[config.mk]
export PLATFORM = sky130hd
export DESIGN_NAME = vl_input_buffer_credit_tracker
export DESIGN_NICKNAME = d
export VERILOG_FILES = /design/src/rtl/core/vitc_pkg.sv /design/src/rtl/core/vitc_cfg.sv /design/src/rtl/core/vitc_proc.sv /design/src/rtl/core/vl_input_buffer_credit_tracker.sv
export SDC_FILE = /design/constraint.sdc
export NUM_CORES = 1
export LEC_CHECK = 0
export BUFFER_PORTS_ARGS = -buffer_cell sky130_fd_sc_hd__buf_4
export CORE_ASPECT_RATIO = 0.6
export CORE_UTILIZATION = 55
export CTS_CLUSTER_DIAMETER = 100
export CTS_CLUSTER_SIZE = 12
export DETAILED_ROUTE_END_ITERATION = 7
export MAX_ROUTING_LAYER = met4
export PLACE_DENSITY = 0.75
export SKIP_LAST_GASP = 1
export SLEW_MARGIN = 20
export SYNTH_ARGS = -nofsm -noshare
export SYNTH_HDL_FRONTEND = slang
export SYNTH_SLANG_ARGS = --single-unit
export TNS_END_PERCENT = 30
[constraint.sdc]
create_clock -name aclk -period 19.5 [get_ports aclk]
set_input_delay 3.9 -clock aclk [delete_from_list [all_inputs] [get_ports aclk]]
set_output_delay 3.9 -clock aclk [all_outputs]
set_load 0.05 [all_outputs]
[src/rtl/core/vitc_pkg.sv]
// Package for the virtual-lane input buffer credit tracker.
// Holds field widths, command, event, fault and register codes and the item structs.
// No dependencies; every other file of the block imports it.
package vitc_pkg;

    localparam int LANE_W     = 2;
    localparam int CNT_W      = 16;
    localparam int FLIT_W     = 8;
    localparam int PCRED_W    = 8;
    localparam int LID_W      = 16;
    localparam int ROUTE_W    = 7;
    localparam int PORT_W     = 6;
    localparam int NPORT_W    = 7;
    localparam int CRED_W     = 12;
    localparam int DROP_W     = 32;
    localparam int NUM_STATIC = 4;
    localparam int CFG_ADDR_W = 3;
    localparam int CFG_DATA_W = 12;
    localparam int S_TDATA_W  = 112;
    localparam int M_TDATA_W  = 80;

    localparam logic [CRED_W-1:0]  STATIC_CRED_RST = 12'd64;
    localparam logic [NPORT_W-1:0] NUM_PORTS_RST   = 7'd1;

    typedef enum logic [1:0] {
        CMD_FLOW_CTRL = 2'd0,
        CMD_DATA      = 2'd1,
        CMD_CRED_RET  = 2'd2,
        CMD_RSVD      = 2'd3
    } cmd_e_t;

    typedef enum logic [2:0] {
        EV_FC_DONE  = 3'd0,
        EV_QUEUED   = 3'd1,
        EV_DROPPED  = 3'd2,
        EV_CRED_RET = 3'd3,
        EV_ERROR    = 3'd4
    } event_e_t;

    typedef enum logic [2:0] {
        FAULT_NONE       = 3'd0,
        FAULT_OVERFLOW   = 3'd1,
        FAULT_UNEXPECTED = 3'd2,
        FAULT_CRED_LEAK  = 3'd3,
        FAULT_LANE_RANGE = 3'd4,
        FAULT_ZERO_DLID  = 3'd5,
        FAULT_LOOPBACK   = 3'd6
    } fault_e_t;

    typedef enum logic [2:0] {
        REG_LOSSY_MODE    = 3'd0,
        REG_ENDPOINT_MODE = 3'd1,
        REG_NUM_PORTS     = 3'd2,
        REG_THIS_PORT     = 3'd3,
        REG_STATIC_CRED0  = 3'd4,
        REG_STATIC_CRED1  = 3'd5,
        REG_STATIC_CRED2  = 3'd6,
        REG_STATIC_CRED3  = 3'd7
    } cfg_reg_e_t;

    typedef struct packed {
        cmd_e_t                    command;
        logic [LANE_W-1:0]         lane;
        logic [CNT_W-1:0]          sender_total_blocks;
        logic [CNT_W-1:0]          partner_credit_limit;
        logic [FLIT_W-1:0]         flit_number;
        logic [PCRED_W-1:0]        packet_credits;
        logic [LID_W-1:0]          packet_tag;
        logic [LID_W-1:0]          source_lid;
        logic [LID_W-1:0]          dest_lid;
        logic signed [ROUTE_W-1:0] route_port;
        logic                      before_switch;
    } in_item_t;

    typedef struct packed {
        event_e_t          event_res;
        fault_e_t          fault;
        logic              ahead_warning;
        logic              rx_credit_valid;
        logic [LANE_W-1:0] rx_credit_lane;
        logic [CNT_W-1:0]  rx_credit_limit;
        logic              tx_credit_valid;
        logic [CNT_W-1:0]  tx_credit_limit;
        logic [PORT_W-1:0] queue_port;
        logic [LANE_W-1:0] queue_lane;
        logic [DROP_W-1:0] dropped_total;
    } out_item_t;

    typedef struct packed {
        logic                                lossy_mode;
        logic                                endpoint_mode;
        logic [NPORT_W-1:0]                  num_ports;
        logic [PORT_W-1:0]                   this_port;
        logic [NUM_STATIC-1:0][CRED_W-1:0]   static_cred;
    } cfg_t;

endpackage

[src/rtl/core/vitc_cfg.sv]
// Configuration register file of the credit tracker.
// Depends on vitc_pkg for register codes, widths and the cfg_t struct.
module vitc_cfg (
    input  logic                             aclk,
    input  logic                             aresetn,
    input  logic                             cfg_wr_en,
    input  logic [vitc_pkg::CFG_ADDR_W-1:0]  cfg_addr,
    input  logic [vitc_pkg::CFG_DATA_W-1:0]  cfg_wdata,
    output vitc_pkg::cfg_t                   cfg
);
    import vitc_pkg::*;

    cfg_t cfg_reg;
    cfg_t cfg_next;

    always_comb begin
        cfg_next = cfg_reg;
        if (cfg_wr_en) begin
            case (cfg_addr)
                REG_LOSSY_MODE:    cfg_next.lossy_mode     = cfg_wdata[0];
                REG_ENDPOINT_MODE: cfg_next.endpoint_mode  = cfg_wdata[0];
                REG_NUM_PORTS:     cfg_next.num_ports      = cfg_wdata[NPORT_W-1:0];
                REG_THIS_PORT:     cfg_next.this_port      = cfg_wdata[PORT_W-1:0];
                REG_STATIC_CRED0:  cfg_next.static_cred[0] = cfg_wdata[CRED_W-1:0];
                REG_STATIC_CRED1:  cfg_next.static_cred[1] = cfg_wdata[CRED_W-1:0];
                REG_STATIC_CRED2:  cfg_next.static_cred[2] = cfg_wdata[CRED_W-1:0];
                REG_STATIC_CRED3:  cfg_next.static_cred[3] = cfg_wdata[CRED_W-1:0];
                default: cfg_next = cfg_reg;
            endcase
        end
    end

    always_ff @(posedge aclk) begin
        if (!aresetn) begin
            cfg_reg.lossy_mode    <= 1'b0;
            cfg_reg.endpoint_mode <= 1'b0;
            cfg_reg.num_ports     <= NUM_PORTS_RST;
            cfg_reg.this_port     <= '0;
            for (int i = 0; i < NUM_STATIC; i++) begin
                cfg_reg.static_cred[i] <= STATIC_CRED_RST;
            end
        end else begin
            cfg_reg <= cfg_next;
        end
    end

    assign cfg = cfg_reg;

endmodule

[src/rtl/core/vitc_proc.sv]
// Per-lane credit state and the single-pass decision logic for one item.
// Depends on vitc_pkg; driven by the input register of the top level.
module vitc_proc #(
    parameter int NUM_LANES = 4
) (
    input  logic                aclk,
    input  logic                aresetn,
    input  logic                proc_en,
    input  vitc_pkg::in_item_t  item,
    input  vitc_pkg::cfg_t      cfg,
    output vitc_pkg::out_item_t res
);
    import vitc_pkg::*;

    logic [CNT_W-1:0]  rcv_blk_reg   [NUM_LANES];
    logic [CNT_W-1:0]  rcv_blk_next  [NUM_LANES];
    logic [CRED_W-1:0] free_cred_reg [NUM_LANES];
    logic [CRED_W-1:0] free_cred_next[NUM_LANES];

    logic [LID_W-1:0]          cur_tag_reg,  cur_tag_next;
    logic [LID_W-1:0]          cur_src_reg,  cur_src_next;
    logic [LANE_W-1:0]         cur_lane_reg, cur_lane_next;
    logic signed [ROUTE_W-1:0] cur_port_reg, cur_port_next;
    logic [DROP_W-1:0]         drop_cnt_reg, drop_cnt_next;

    logic [LANE_W-1:0]         el;
    logic                      ln_ok;
    logic [CNT_W-1:0]          sel_rb;
    logic [CRED_W-1:0]         sel_free;
    logic [CRED_W-1:0]         sel_static;
    logic [CNT_W-1:0]          rb_new;
    logic [CRED_W-1:0]         free_new;
    logic                      wr_lane;
    logic                      data_go;
    logic                      first_go;
    logic signed [ROUTE_W-1:0] port_pick;
    logic signed [ROUTE_W-1:0] eff_port;
    logic                      drop_en;
    logic [PCRED_W-1:0]        drop_amt;
    logic [DROP_W:0]           drop_sum;
    logic [CRED_W-1:0]         lim_add;

    always_comb begin
        el = (item.command == CMD_DATA && item.flit_number != '0) ? cur_lane_reg : item.lane;
        ln_ok = {1'b0, item.lane} < (LANE_W + 1)'(NUM_LANES);
        sel_rb   = '0;
        sel_free = '0;
        for (int i = 0; i < NUM_LANES; i++) begin
            if (el == LANE_W'(i)) begin
                sel_rb   = rcv_blk_reg[i];
                sel_free = free_cred_reg[i];
            end
        end
        sel_static = cfg.static_cred[el];

        res           = '0;
        res.event_res = EV_ERROR;
        res.fault     = FAULT_NONE;
        rb_new        = sel_rb;
        free_new      = sel_free;
        wr_lane       = 1'b0;
        data_go       = 1'b0;
        first_go      = 1'b1;
        port_pick     = '0;
        eff_port      = cur_port_reg;
        drop_en       = 1'b0;
        drop_amt      = '0;
        cur_tag_next  = cur_tag_reg;
        cur_src_next  = cur_src_reg;
        cur_lane_next = cur_lane_reg;
        cur_port_next = cur_port_reg;

        case (item.command)
            CMD_FLOW_CTRL: begin
                if (!ln_ok) begin
                    res.fault = FAULT_LANE_RANGE;
                end else begin
                    res.event_res       = EV_FC_DONE;
                    res.tx_credit_valid = 1'b1;
                    res.tx_credit_limit = item.partner_credit_limit;
                    if (sel_rb > item.sender_total_blocks) begin
                        res.ahead_warning = 1'b1;
                    end else begin
                        rb_new = item.sender_total_blocks;
                    end
                    wr_lane             = 1'b1;
                    res.rx_credit_valid = 1'b1;
                    res.rx_credit_lane  = el;
                end
            end
            CMD_DATA: begin
                if (item.flit_number == '0) begin
                    if (item.dest_lid == '0) begin
                        res.fault = FAULT_ZERO_DLID;
                    end else if (!ln_ok) begin
                        res.fault = FAULT_LANE_RANGE;
                    end else if (CRED_W'(item.packet_credits) > sel_free) begin
                        if (!cfg.lossy_mode) begin
                            res.fault = FAULT_OVERFLOW;
                        end else begin
                            cur_tag_next  = item.packet_tag;
                            cur_src_next  = item.source_lid;
                            cur_lane_next = item.lane;
                            cur_port_next = '1;
                            drop_en       = 1'b1;
                            drop_amt      = item.packet_credits;
                            res.event_res = EV_DROPPED;
                        end
                    end else begin
                        if (cfg.num_ports > NPORT_W'(1) && !cfg.endpoint_mode) begin
                            port_pick = item.route_port;
                            if (!item.before_switch &&
                                item.route_port == {1'b0, cfg.this_port}) begin
                                res.fault = FAULT_LOOPBACK;
                                first_go  = 1'b0;
                            end
                        end
                        if (first_go) begin
                            cur_tag_next  = item.packet_tag;
                            cur_src_next  = item.source_lid;
                            cur_lane_next = item.lane;
                            cur_port_next = port_pick[ROUTE_W-1] ? '1 : port_pick;
                            eff_port      = port_pick;
                            data_go       = 1'b1;
                        end
                    end
                end else if (item.packet_tag != cur_tag_reg ||
                             item.source_lid != cur_src_reg) begin
                    res.fault = FAULT_UNEXPECTED;
                end else begin
                    data_go = 1'b1;
                end
                if (data_go) begin
                    if (eff_port[ROUTE_W-1] || NPORT_W'(eff_port) >= cfg.num_ports) begin
                        res.event_res = EV_DROPPED;
                    end else if (sel_free == '0) begin
                        if (!cfg.lossy_mode) begin
                            res.fault = FAULT_OVERFLOW;
                        end else begin
                            drop_en       = 1'b1;
                            drop_amt      = PCRED_W'(1);
                            res.event_res = EV_DROPPED;
                        end
                    end else begin
                        free_new            = sel_free - CRED_W'(1);
                        rb_new              = sel_rb + CNT_W'(1);
                        wr_lane             = 1'b1;
                        res.event_res       = EV_QUEUED;
                        res.rx_credit_valid = 1'b1;
                        res.rx_credit_lane  = el;
                        res.queue_port      = eff_port[PORT_W-1:0];
                        res.queue_lane      = el;
                    end
                end
            end
            CMD_CRED_RET: begin
                if (!ln_ok) begin
                    res.fault = FAULT_LANE_RANGE;
                end else if (sel_free < sel_static) begin
                    free_new            = sel_free + CRED_W'(1);
                    wr_lane             = 1'b1;
                    res.event_res       = EV_CRED_RET;
                    res.rx_credit_valid = 1'b1;
                    res.rx_credit_lane  = el;
                end else begin
                    res.fault = FAULT_CRED_LEAK;
                end
            end
            default: begin
                res.event_res = EV_ERROR;
                res.fault     = FAULT_NONE;
            end
        endcase

        lim_add = cfg.lossy_mode ? sel_static : free_new;
        if (res.rx_credit_valid) begin
            res.rx_credit_limit = rb_new + CNT_W'(lim_add);
        end

        drop_sum      = {1'b0, drop_cnt_reg} + (DROP_W + 1)'(drop_amt);
        drop_cnt_next = drop_cnt_reg;
        if (drop_en) begin
            drop_cnt_next = drop_sum[DROP_W] ? '1 : drop_sum[DROP_W-1:0];
        end
        res.dropped_total = drop_cnt_next;

        for (int i = 0; i < NUM_LANES; i++) begin
            rcv_blk_next[i]   = rcv_blk_reg[i];
            free_cred_next[i] = free_cred_reg[i];
            if (wr_lane && el == LANE_W'(i)) begin
                rcv_blk_next[i]   = rb_new;
                free_cred_next[i] = free_new;
            end
        end
    end

    always_ff @(posedge aclk) begin
        if (!aresetn) begin
            for (int i = 0; i < NUM_LANES; i++) begin
                rcv_blk_reg[i]   <= '0;
                free_cred_reg[i] <= STATIC_CRED_RST;
            end
            cur_tag_reg  <= '0;
            cur_src_reg  <= '0;
            cur_lane_reg <= '0;
            cur_port_reg <= '1;
            drop_cnt_reg <= '0;
        end else if (proc_en) begin
            for (int i = 0; i < NUM_LANES; i++) begin
                rcv_blk_reg[i]   <= rcv_blk_next[i];
                free_cred_reg[i] <= free_cred_next[i];
            end
            cur_tag_reg  <= cur_tag_next;
            cur_src_reg  <= cur_src_next;
            cur_lane_reg <= cur_lane_next;
            cur_port_reg <= cur_port_next;
            drop_cnt_reg <= drop_cnt_next;
        end
    end

`ifndef SYNTHESIS
    a_drop_monotonic: assert property (@(posedge aclk) disable iff (!aresetn)
        $past(aresetn) |-> drop_cnt_reg >= $past(drop_cnt_reg))
        else $error("Dropped credit count went down.");

    a_latched_lane_ok: assert property (@(posedge aclk) disable iff (!aresetn)
        {1'b0, cur_lane_reg} < (LANE_W + 1)'(NUM_LANES))
        else $error("Latched packet lane is out of range.");
`endif

endmodule

[src/rtl/core/vl_input_buffer_credit_tracker.sv]
// Top level of the virtual-lane input buffer credit tracker.
// Depends on vitc_pkg, vitc_cfg and vitc_proc.
//
// The block is the receive side of per-lane credit flow control. Each item on
// the s_ channel is a flow-control packet, a data flit or a credit return,
// selected by s_tuser. Each item yields exactly one result on the m_ channel,
// whose kind of event travels in m_tuser; tdata carries the fault code, the
// new receive credit limit, the forwarded partner limit, the queue target and
// the running dropped-credit total.
// An item sits in the input register, where the lane counters are read and
// updated in the same cycle, and then waits in the output register; m_tvalid
// rises once it reaches the output register. One item is accepted per cycle
// for as long as the receiver takes results, since the per-lane counter update
// is a single step. When m_tready is low the output register holds its result,
// the input register still takes one more item, and s_tready then drops until
// the result is taken. Reset clears both valid flags, sets all lane counters
// to their reset values and loads the configuration registers with their
// defaults. Configuration writes take effect on the next edge; the user makes
// them while the block is idle, and the block itself does not enforce this.
module vl_input_buffer_credit_tracker #(
    parameter int NUM_LANES = 4
) (
    input  logic                             aclk,
    input  logic                             aresetn,

    input  logic                             s_tvalid,
    output logic                             s_tready,
    // lane, sender_total_blocks, partner_credit_limit, flit_number,
    // packet_credits, packet_tag, source_lid, dest_lid, route_port,
    // before_switch, zero fill
    input  logic [vitc_pkg::S_TDATA_W-1:0]   s_tdata,
    // command
    input  logic [1:0]                       s_tuser,

    output logic                             m_tvalid,
    input  logic                             m_tready,
    // fault, ahead_warning, rx_credit_valid, rx_credit_lane, rx_credit_limit,
    // tx_credit_valid, tx_credit_limit, queue_port, queue_lane, dropped_total
    output logic [vitc_pkg::M_TDATA_W-1:0]   m_tdata,
    // event_res
    output logic [2:0]                       m_tuser,

    input  logic                             cfg_wr_en,
    input  logic [vitc_pkg::CFG_ADDR_W-1:0]  cfg_addr,
    input  logic [vitc_pkg::CFG_DATA_W-1:0]  cfg_wdata
);
    import vitc_pkg::*;

    cfg_t      cfg;
    in_item_t  in_item_reg,  in_item_next;
    logic      in_valid_reg, in_valid_next;
    out_item_t out_item_reg, res;
    logic      m_valid_reg,  m_valid_next;
    logic      out_ready;
    logic      proc_en;
    logic      s_fire;

    vitc_cfg u_cfg (
        .aclk      (aclk),
        .aresetn   (aresetn),
        .cfg_wr_en (cfg_wr_en),
        .cfg_addr  (cfg_addr),
        .cfg_wdata (cfg_wdata),
        .cfg       (cfg)
    );

    vitc_proc #(
        .NUM_LANES (NUM_LANES)
    ) u_proc (
        .aclk    (aclk),
        .aresetn (aresetn),
        .proc_en (proc_en),
        .item    (in_item_reg),
        .cfg     (cfg),
        .res     (res)
    );

    assign out_ready = !m_valid_reg || m_tready;
    assign proc_en   = in_valid_reg && out_ready;
    assign s_tready  = !in_valid_reg || out_ready;
    assign s_fire    = s_tvalid && s_tready;

    always_comb begin
        in_item_next.command              = cmd_e_t'(s_tuser);
        in_item_next.lane                 = s_tdata[1:0];
        in_item_next.sender_total_blocks  = s_tdata[17:2];
        in_item_next.partner_credit_limit = s_tdata[33:18];
        in_item_next.flit_number          = s_tdata[41:34];
        in_item_next.packet_credits       = s_tdata[49:42];
        in_item_next.packet_tag           = s_tdata[65:50];
        in_item_next.source_lid           = s_tdata[81:66];
        in_item_next.dest_lid             = s_tdata[97:82];
        in_item_next.route_port           = s_tdata[104:98];
        in_item_next.before_switch        = s_tdata[105];

        in_valid_next = in_valid_reg;
        if (s_fire) begin
            in_valid_next = 1'b1;
        end else if (proc_en) begin
            in_valid_next = 1'b0;
        end

        m_valid_next = m_valid_reg;
        if (proc_en) begin
            m_valid_next = 1'b1;
        end else if (m_tready) begin
            m_valid_next = 1'b0;
        end
    end

    always_ff @(posedge aclk) begin
        if (!aresetn) begin
            in_valid_reg <= 1'b0;
            m_valid_reg  <= 1'b0;
        end else begin
            in_valid_reg <= in_valid_next;
            m_valid_reg  <= m_valid_next;
        end
    end

    always_ff @(posedge aclk) begin
        if (s_fire) begin
            in_item_reg <= in_item_next;
        end
        if (proc_en) begin
            out_item_reg <= res;
        end
    end

    assign m_tvalid = m_valid_reg;
    assign m_tuser  = out_item_reg.event_res;
    assign m_tdata  = {out_item_reg.dropped_total,
                       out_item_reg.queue_lane,
                       out_item_reg.queue_port,
                       out_item_reg.tx_credit_limit,
                       out_item_reg.tx_credit_valid,
                       out_item_reg.rx_credit_limit,
                       out_item_reg.rx_credit_lane,
                       out_item_reg.rx_credit_valid,
                       out_item_reg.ahead_warning,
                       out_item_reg.fault};

`ifndef SYNTHESIS
    a_proc_gives_result: assert property (@(posedge aclk) disable iff (!aresetn)
        proc_en |=> m_valid_reg)
        else $error("A processed item left no result.");

    a_no_overrun: assert property (@(posedge aclk) disable iff (!aresetn)
        in_valid_reg && !out_ready |-> !s_tready)
        else $error("Input register could be overwritten while stalled.");

    a_fault_only_on_error: assert property (@(posedge aclk) disable iff (!aresetn)
        m_valid_reg |-> (out_item_reg.fault == FAULT_NONE ||
                         out_item_reg.event_res == EV_ERROR))
        else $error("Fault code set on a result that is not an error.");

    a_credit_report_kind: assert property (@(posedge aclk) disable iff (!aresetn)
        m_valid_reg && out_item_reg.rx_credit_valid |->
            (out_item_reg.event_res == EV_FC_DONE ||
             out_item_reg.event_res == EV_QUEUED ||
             out_item_reg.event_res == EV_CRED_RET))
        else $error("Credit limit reported on a result that changes no credits.");
`endif

endmodule
Yosys cells after proc, flatten, opt, wreduce, memory -nomap -nowiden. Memories as Yosys holds them, arrays and structs flattened. Index checks and enable logic that the tools add are counted.

Memory bits (writable): 112. Output and inout bits: 85. Word-level logic and storage cells: 249. Input port bits: 134. Register bits: 329. Latch bits: 0. Memories: 2. Bits in read-only memories: 0.

Memory list: u_proc.rcv_blk_reg (depth 4, bits a word 16, read ports 4, clocked after memory_dff 0, write ports 4, line vitc_proc.sv:15) `logic [CNT_W-1:0] rcv_blk_reg [NUM_LANES];`; u_proc.free_cred_reg (depth 4, bits a word 12, read ports 4, clocked after memory_dff 0, write ports 4, line vitc_proc.sv:17) `logic [CRED_W-1:0] free_cred_reg [NUM_LANES];`.

$lt $le $gt $ge: 6. Equality and inequality tests: 16. Div/mod/pow operators: 0. Multiplexer cells: 135. Bitwise gates (word level): 11. Multipliers: 0. Shift-type cells: 0. Add/sub/neg operators: 5. Reduce and logical (&&, ||, !) cells: 37.

Operator list (count): two-way mux 16 bit (22); two-way mux 12 bit (18); two-way mux 7 bit (14); two-way mux 8 bit (9); two-way mux 32 bit (2); two-way mux 3 bit (20); two-way mux 1 bit (35); adder 32 x 8 -> 33 bit (1); inequality test 16 bit (2); case mux 16 bit (2 select lines) (1); binary-select mux 12 bit (select 2 bit) (1); case mux 12 bit (2 select lines) (1); case mux 3 bit (3 select lines) (2); two-way mux 17 bit (1); adder 16 x 1 -> 16 bit, second input constant (1); adder 16 x 12 -> 16 bit (1); greater-than comparator 16 bit (1); logical NOT 16 bit (1); AND reduction 2 bit (8); adder 12 x 1 -> 12 bit, second input constant (1); == test 3 bit, second input constant (4); greater-than comparator 8 x 12 -> 1 bit (1); logical NOT 12 bit (1); less-than comparator 12 bit (1); 26 further kinds (61).

Longest topological paths before layout. Gate-level depths: netlist of the first run.

Depth after elaboration: 26. Mapped depth: 45.

Modules after synthesis. From an unflattened synthesis of the first run, not the netlist that was laid out.

Cell total of the unflattened synthesis: 1953. Area, all modules: 21971.1 um^2.

By module, submodules not included: vitc_proc (area each 13758.2 um^2, cells an instance 1524, sequential area each 4824.6 um^2, instances 1); vl_input_buffer_credit_tracker (area each 5839.4 um^2, cells an instance 200, sequential area each 5775.5 um^2, instances 1); vitc_cfg (area each 2373.5 um^2, cells an instance 229, sequential area each 1261.2 um^2, instances 1).

Worst setup path after synthesis of the first run. OpenSTA, ideal clock, no wires.

Path type: reg2reg. Start: register, netlist name in_item_reg[69]. End: memory u_proc.free_cred_reg[2][0], enable pin. Stages on the path, launching flop included: 28. Path buffers: 4. Setup time: 0.492 ns. Data arrival time: 9.302 ns. Clock period less this slack: 9.793 ns. Slack: 9.707 ns. Cell sequence: edfxtp_1 -> or4_4 -> o21ai_2 -> buf_6 -> mux2i_2 -> buf_2 -> mux4_2 -> inv_1 -> ha_1 -> nor2b_1 -> o21ai_0 -> a21oi_1 -> o22ai_1 -> o21bai_1 -> and2_1 -> clkbuf_1 -> mux2_2 -> ha_1 -> a21o_1 -> a21oi_1 -> o21ai_0 -> a31o_2 -> nor4_1 -> o21ai_0 -> nand3_1 -> nand2_1 -> clkbuf_1 -> o41ai_1.

RTL lines (line): end, declared (vitc_proc.sv:17).

Worst setup path in the final report of the first run.
Start: register in_item_reg[65] in the netlist's numbering. End: register u_proc.drop_cnt_reg[13].

Longest elaborated chain between the ends: 21. Elaborated cells between the ends (all ways): 43.

Ends and longest elaborated chain: start, declared (line vl_input_buffer_credit_tracker.sv:50) `in_item_t in_item_reg, in_item_next;`; start signal, assigned (line vl_input_buffer_credit_tracker.sv:123) `in_item_reg <= in_item_next;`; nonzero test 8 bit (line vitc_proc.sv:44) `el = (item.command == CMD_DATA && item.flit_number != '0) ? cur_lane_reg : item.lane;`; logical AND 1 bit (line vitc_proc.sv:44); two-way mux 2 bit (line vitc_proc.sv:44); logical NOT 2 bit (line vitc_proc.sv:49) `if (el == LANE_W'(i)) begin`; two-way mux 12 bit (4 in series) (line vitc_proc.sv:49); greater-than comparator 8 x 12 -> 1 bit (line vitc_proc.sv:97) `end else if (CRED_W'(item.packet_credits) > sel_free) begin`; two-way mux 7 bit (line vitc_proc.sv:97); two-way mux 7 bit (line vitc_proc.sv:93) `if (item.dest_lid == '0) begin`; (+2 left out); greater-or-equal comparator 7 bit (line vitc_proc.sv:134) `if (eff_port[ROUTE_W-1] || NPORT_W'(eff_port) >= cfg.num_ports) begin`; logical OR 1 bit (line vitc_proc.sv:134); two-way mux 8 bit (line vitc_proc.sv:134); two-way mux 8 bit (line vitc_proc.sv:133) `if (data_go) begin`; two-way mux 8 bit (line vitc_proc.sv:73) `case (item.command)`; adder 32 x 8 -> 33 bit (line vitc_proc.sv:180) `drop_sum = {1'b0, drop_cnt_reg} + (DROP_W + 1)'(drop_amt);`; two-way mux 32 bit (line vitc_proc.sv:183) `drop_cnt_next = drop_sum[DROP_W] ? '1 : drop_sum[DROP_W-1:0];`; two-way mux 32 bit * (line vitc_proc.sv:182) `if (drop_en) begin`; end signal, assigned (line vitc_proc.sv:217) `drop_cnt_reg <= drop_cnt_next;`; end, declared (line vitc_proc.sv:24) `logic [DROP_W-1:0] drop_cnt_reg, drop_cnt_next;`.

Mark *: on every way between the ends. The rest lies on a longest branch, timed or not. The select of a mux whose other input is x is not followed. A chain may end at the register's enable or synchronous reset.

==> impl_metrics.py, run 1 <==
metrics = {
    "route": {
        "routed_via_density": 5.902,
        "top_layer_used": "met4",
        "ant_nets": 0,
        "firstDrtPassIters": 6,
        "drtIter0Drc": 1360,
        "wl_met1_mm": 24.99,
        "drc_errors": 0,
        "wl_met2_mm": 23.58,
        "vias": 15930,
        "finalWirelength_mm": 55.09,
        "route.met3.wl_mm": 5.622,
        "wl_per_cell_um": 20.41,
    },
    "worst_setup_path": {
        "critPathCaptureType": "flop",
        "startpoint_type": "flop",
        "ff2ff_setup_slack_ps": 8250,
        "crit_path_max_incr_delay_ps": 790,
        "critPathTopFamily": "compound AO/OA/AOI/OAI gates",
        "worstPathRequired_ps": 19960,
        "crit_top_cell": "a21oi_1",
        "worstPathMaxFanout": 36,
        "slowest_stage": "nand2_1",
        "crit_buf_inv": 3,
        "arrival_ps": 11710,
        "crit_type": "flop to flop",
    },
    "yosys": {
        "synthTopCellsByArea": "edfxtp_1 42%, dfxtp_1 13%, mux2i_1 6.8%",
        "yosysSeqAreaShare": 0.5438,
        "synth_edf_count": 303,
        "synth-seq-cells": 441,
        "synth_top_area_frac": 0.4171,
        "syn_nets": 2165,
        "synth_ff_type": "edfxtp_1",
        "synth_area_um2": 21810,
        "syn_area_per_cell_um2": 11.13,
        "synthDistinctLibCells": 77,
        "synthArstFlopShare": 0,
        "yosysMostFrequentCell": "edfxtp_1",
        "ys_warn_count": 0,
        "synth_common_cells": "303 x edfxtp_1, 222 x nand2_1, 178 x nor2_1, 148 x mux2i_1, 138 x dfxtp_1",
        "synth_top_area_cell": "edfxtp_1",
        "postSynthCellCount": 1960,
    },
    "sta": {
        "tightest_slew_ps": 1199,
        "slew_viol_final": 0,
        "fmaxAchievable_mhz": 88.87,
        "fin_crit_ps": 11250,
        "skew_ps": 18.44,
        "tns_ps": 0,
        "final-setup-viol-count": 0,
        "final-hold-violation-count": 0,
        "fin_crit_sh": 0.5771,
        "relSlewSlack": 0.1896,
        "rsz0062_at_grt": "false",
    },
    "clock_network": {
        "post_cts_resize_count": 0,
        "ctsHoldBuffers": 0,
        "cts_tree": "done",
        "cts_num_sinks": 441,
        "clock_latency_ps": 560,
        "path_clk_slew_ps": 60,
        "htreeDepth": 2,
        "cts_setup_buffers": 0,
        "cts_buffers": 42,
        "root_buffer": "clkbuf_16",
        "cts_buffer_depth": 3,
    },
    "global_routing": {
        "antenna_found_initial": 1,
        "grt_first_pass_wirelength_mm": 84.44,
        "grt_overflow": 0,
        "grt_max_degree": 99,
        "grt_usage": 0.2791,
        "grt_pass1_vias": 15130,
    },
    "run_status": {
        "status": "finished, final reports clean",
    },
    "layout": {
        "drive_above_1_share": 0.1718,
        "diodes": 0,
        "nets": 2350,
        "area_growth_pct": 15.18,
        "final_cell_area_um2": 25130,
        "largest_register_ffs": 108,
        "fillers": 3079,
    },
    "floorplanning": {
        "start_util": 0.5579,
        "pin_count": 219,
        "die_x_um": 259.1,
        "core_area_um2": 39100,
        "die_area_um2": 40490,
        "die_h_um": 156.3,
        "row_count": 56,
    },
    "placed_design": {
        "hpwl_mm": 38.88,
        "place_congestion": 0.9581,
        "port_buffers": 212,
        "place_area_um2": 23900,
    },
    "min_path": {
        "hp-class": "flop to flop",
    },
    "power_and_ir_drop": {
        "leakagePower_nw": 9.965,
        "p_per_area_nw_per_um2": 85.24,
        "ir_drop_v": 0.00006947,
        "p_total_w": 0.002142,
    },
    "job": {
        "drv_cap": 0,
    },
}
==> metrics by stage <==
step / setup WS [ps] / instances / hold slack [ps] / utilization
after floorplan: 9707 / 1960 / 433.1 / -
after CTS: 8400 / 2699 / 455.1 / 0.6426
after detailed placement: 8449 / 2623 / 447.2 / 0.6114
final: 8247 / 2699 / 452.9 / 0.6426
after global routing: 7611 / 2699 / 473.9 / 0.6426
after global placement: 8629 / 2623 / 438.3 / 0.6114
==> cells by family after synthesis <==
family          share of synthesized area
flops                              0.5438
simple gates                       0.1507
xor+xnor                          0.03292
buf+inv                           0.03378
fa+ha+maj                         0.04141
mux                                0.1120
compound gates                    0.08535
==> worst paths after layout <==
| path | from | end | cells after the start |
|---|---|---|---|
| setup / recovery | in_item_reg[65]$_DFFE_PP_ | u_proc.drop_cnt_reg[13]$_SDFFE_PN0P_ | 38 |
| hold / removal | u_cfg.cfg[31]$_SDFFE_PN0P_ | u_cfg.cfg[31]$_SDFFE_PN0P_ | 2 |
| setup reg to reg | in_item_reg[65]$_DFFE_PP_ | u_proc.drop_cnt_reg[13]$_SDFFE_PN0P_ | 38 |
| hold reg to reg | u_cfg.cfg[31]$_SDFFE_PN0P_ | u_cfg.cfg[31]$_SDFFE_PN0P_ | 2 |
==> layout make-up <==
type,count,area [um^2],area share
Clock buffer,73,1189,0.04731
Clock inverter,3,33.78,0.001345
Inverter,84,319.1,0.01270
Multi-Input combinational cell,1339,9290,0.3698
Sequential cell,441,11860,0.4721
Tap cell,522,653.1,0.02599
Timing Repair Buffer,237,1779,0.07081
==> report_power, final <==
group          leakage (nW)  switching (W)  internal, W
logic                  5.29       0.000208     0.000118
clock network         0.584       0.000342     0.000414
registers              4.09      0.0000167      0.00104
==> layout by cell type, fill, tap and decap left out, drive strengths merged, types with 7 or more instances in the layout <==
cell type	instances
edfxtp	303
buf	237
o21bai	17
nor2b	51
nand4	22
and2	42
xor2	44
nor3	40
ha	69
a211oi	7
nand2	222
a21o	19
dfxtp	138
or3	7
nand3	53
a221o	11
xnor2	38
mux4	26
a31oi	18
inv	84
clkbuf	73
a311oi	9
mux2	26
and3	16
a21oi	118
nor4	23
o21ai	49
mux2i	152
nor2	179
==> metal layers <==
metal	vias to the layer above	global-route usage
met3	82	0.06430
met2	666	0.3943
met4	0	0.06199
met5	-	-
met1	7725	0.4070
li1	7457	-
==> worst reg2reg max path, delay by kind of cell (launching register included) <==
family,cells,cell delay [ps]
compound gates,20,3740
fa+ha+maj,4,1060
buf+inv,3,1250
flops,1,350
mux,2,1050
simple gates,9,3740
No activity file was read; power rests on OpenSTA's default activity.
==> inputs of run 2 (changes only) <==
clock period = 10.54 ns   (was 19.5 ns; I/O delays follow)
==> run 2 against run 1 <==
- worst hold slack lost 1.7 ps
- via count is 0.80% higher
- maximum frequency increased by 13%
- register-to-register slack got worse by 7600 ps
- global-route usage up 0.64 points
- final area up 0.43%
- combinational power grew 89%
- clock skew is 11 ps higher
- final cell count grew 0.44%
- wire length up 2.5%
- clock-buffer cell count decreased by 4
- critical endpoint is now m_tdata[22]$_SDFFCE_PN0P_
- largest cell class unchanged
==> impl_metrics.py, run 2 (synthesis results as in run 1) <==
metrics = {
    "placed_design": {
        "hpwl_mm": 39.82,
        "place_congestion": 0.9263,
        "port_buffers": 212,
    },
    "sta": {
        "skew_ps": 29.93,
        "tightest_slew_ps": 1064,
        "tns_ps": 0,
        "rsz0062_at_grt": "false",
        "fmaxAchievable_mhz": 100.7,
        "final-setup-viol-count": 0,
        "holdWs_ps": 451.2,
        "final-hold-violation-count": 0,
        "fin_crit_ps": 9930,
        "relSlewSlack": 0.2891,
        "fin_crit_sh": 0.9421,
        "slew_viol_final": 0,
    },
    "power_and_ir_drop": {
        "power_frac_seq": 0.494,
        "leakagePower_nw": 10.04,
        "comb_power_share": 0.155,
        "p_switching_w": 0.001067,
        "switching_share": 0.2688,
        "ir_drop_v": 0.0001074,
        "share_clk_of_total_power": 0.351,
        "p_int_w": 0.002903,
        "p_per_area_nw_per_um2": 157.3,
    },
    "route": {
        "routed_via_density": 5.923,
        "finalWirelength_mm": 56.45,
        "firstDrtPassIters": 6,
        "vias": 16060,
        "wl_per_cell_um": 20.82,
        "ant_nets": 0,
        "drc_errors": 0,
        "drtIter0Drc": 1546,
    },
    "worst_setup_path": {
        "startpoint": "in_item_reg[65]$_DFFE_PP_",
        "crit_type": "flop to flop",
        "worstPathRequired_ps": 10840,
        "crit_path_max_incr_delay_ps": 690,
        "arrival_ps": 10230,
        "crit_buf_inv": 2,
        "cp.depth": 36,
        "critPathTopFamily": "compound AO/OA/AOI/OAI gates",
        "crit_top_cell": "a21oi_1",
        "worstPathMaxFanout": 32,
        "slowest_stage": "or4_1",
        "ff2ff_path_depth": 36,
        "r2r_start": "in_item_reg[65]$_DFFE_PP_",
        "critPathCaptureType": "flop",
        "startpoint_type": "flop",
    },
    "min_path": {
        "whs_path_depth": 2,
        "hp-start": "u_cfg.cfg[9]$_SDFFE_PN0P_",
        "hp-class": "flop to flop",
    },
    "global_routing": {
        "busiest_layer": "met1",
        "grt_first_pass_wirelength_mm": 86.58,
        "grt_usage": 0.2855,
        "grtUsageMet3": 0.06965,
        "antenna_found_initial": 1,
        "grt_overflow": 0,
        "grtUsageMet1": 0.4097,
        "grt_pass1_vias": 15520,
        "grtUsageMet2": 0.4058,
        "grt_max_degree": 88,
    },
    "layout": {
        "diodes": 0,
        "drive_above_1_share": 0.1777,
        "nets": 2366,
        "register_area_um2": 11860,
        "multi_input_area_um2": 9284,
        "final_common_cell": "edfxtp_1",
        "final_cell_mix": "303 x edfxtp_1, 250 x buf_4, 222 x nand2_1",
        "largest_register_ffs": 108,
        "area_growth_pct": 15.68,
        "fillers": 3096,
    },
    "job": {
        "drv_cap": 0,
    },
    "floorplanning": {
        "die_h_um": 156.3,
        "die_area_um2": 40490,
        "row_count": 56,
        "start_util": 0.5579,
        "die_x_um": 259.1,
        "pin_count": 219,
        "core_area_um2": 39100,
    },
    "clock_network": {
        "path_clk_slew_ps": 60,
        "clock_latency_ps": 570,
        "cts_buffer_depth": 3,
        "ctsHoldBuffers": 0,
        "cts_buffers": 42,
        "htreeDepth": 2,
        "cts_tree": "done",
        "cts_num_sinks": 441,
        "root_buffer": "clkbuf_16",
    },
    "run_status": {
        "status": "finished, final reports clean",
    },
}
run 2: changes by cell type in the layout (fill, tap and decap cells not counted):
cell / change
clkbuf_1: -3
mux2i_2: -1
clkinv_16: +1
clkbuf_16: -1
o21ai_1: +1
mux2i_4: +1
inv_16: -1
o21ai_4: -2
buf_4: +13
o21ai_2: +2
buf_12: +1
buf_6: +2
o21ai_0: -1
run 2: stage by stage:
| stage | cell area [um^2] | total power [W] | util | instances | worst slack [ps] |
|---|---|---|---|---|---|
| floorplan | 21810 | 0.002387 | - | 1960 | 746.5 |
| global placement | 24000 | 0.002576 | 0.6138 | 2636 | 787.6 |
| detailed placement | 24000 | 0.002598 | 0.6138 | 2636 | 511.3 |
| CTS | 25190 | 0.003979 | 0.6444 | 2708 | 449.7 |
| global route | 25230 | 0.004107 | 0.6454 | 2711 | 8.245 |
| finish | 25230 | 0.003970 | 0.6454 | 2711 | 610.3 |
run 2: final timing paths:
kind	end	slack [ps]
min reg2reg	u_cfg.cfg[9]$_SDFFE_PN0P_	450
min	u_cfg.cfg[9]$_SDFFE_PN0P_	450
max	m_tdata[22]$_SDFFCE_PN0P_	610
max reg2reg	m_tdata[22]$_SDFFCE_PN0P_	610
run 2: per-layer routing:
layer	wire length [um]	up-vias
met3	5424	93
li1	-	7495
met4	1026	0
met2	24190	701
met5	0	-
met1	25800	7768
run 2: timing repair:
action / in CTS / in global routing
setup endpoints to repair: 0 / 19
buffers inserted: 0 / 3
gates resized for setup: 0 / 3
run 2: worst register-to-register path, delay by kind of cell (launching register included):
kind	cells	cell delay, ps
AOI/OAI and AO/OA	21	4580
adders and majority gates	3	940
buffers and inverters	2	520
DFF	1	360
muxes	3	1310
and+or+nand+nor	7	1950
run 2: power groups by stage:
stage               Clock (W)  Sequential (W)  Combinational, W
detailed placement          0         0.00200          0.000599
floorplan                   0         0.00205          0.000336
finish                0.00139         0.00196          0.000615
global route          0.00148         0.00197          0.000659
global placement            0         0.00200          0.000581
CTS                   0.00141         0.00196          0.000603
run 2: layout make-up:
type	count	share of cell area
clock buffers	69	0.04567
clock inverters	3	0.001736
inverters	84	0.01264
multi-input cells	1339	0.3679
flip-flops and latches	441	0.4701
well taps	522	0.02588
repair buffers	253	0.07606
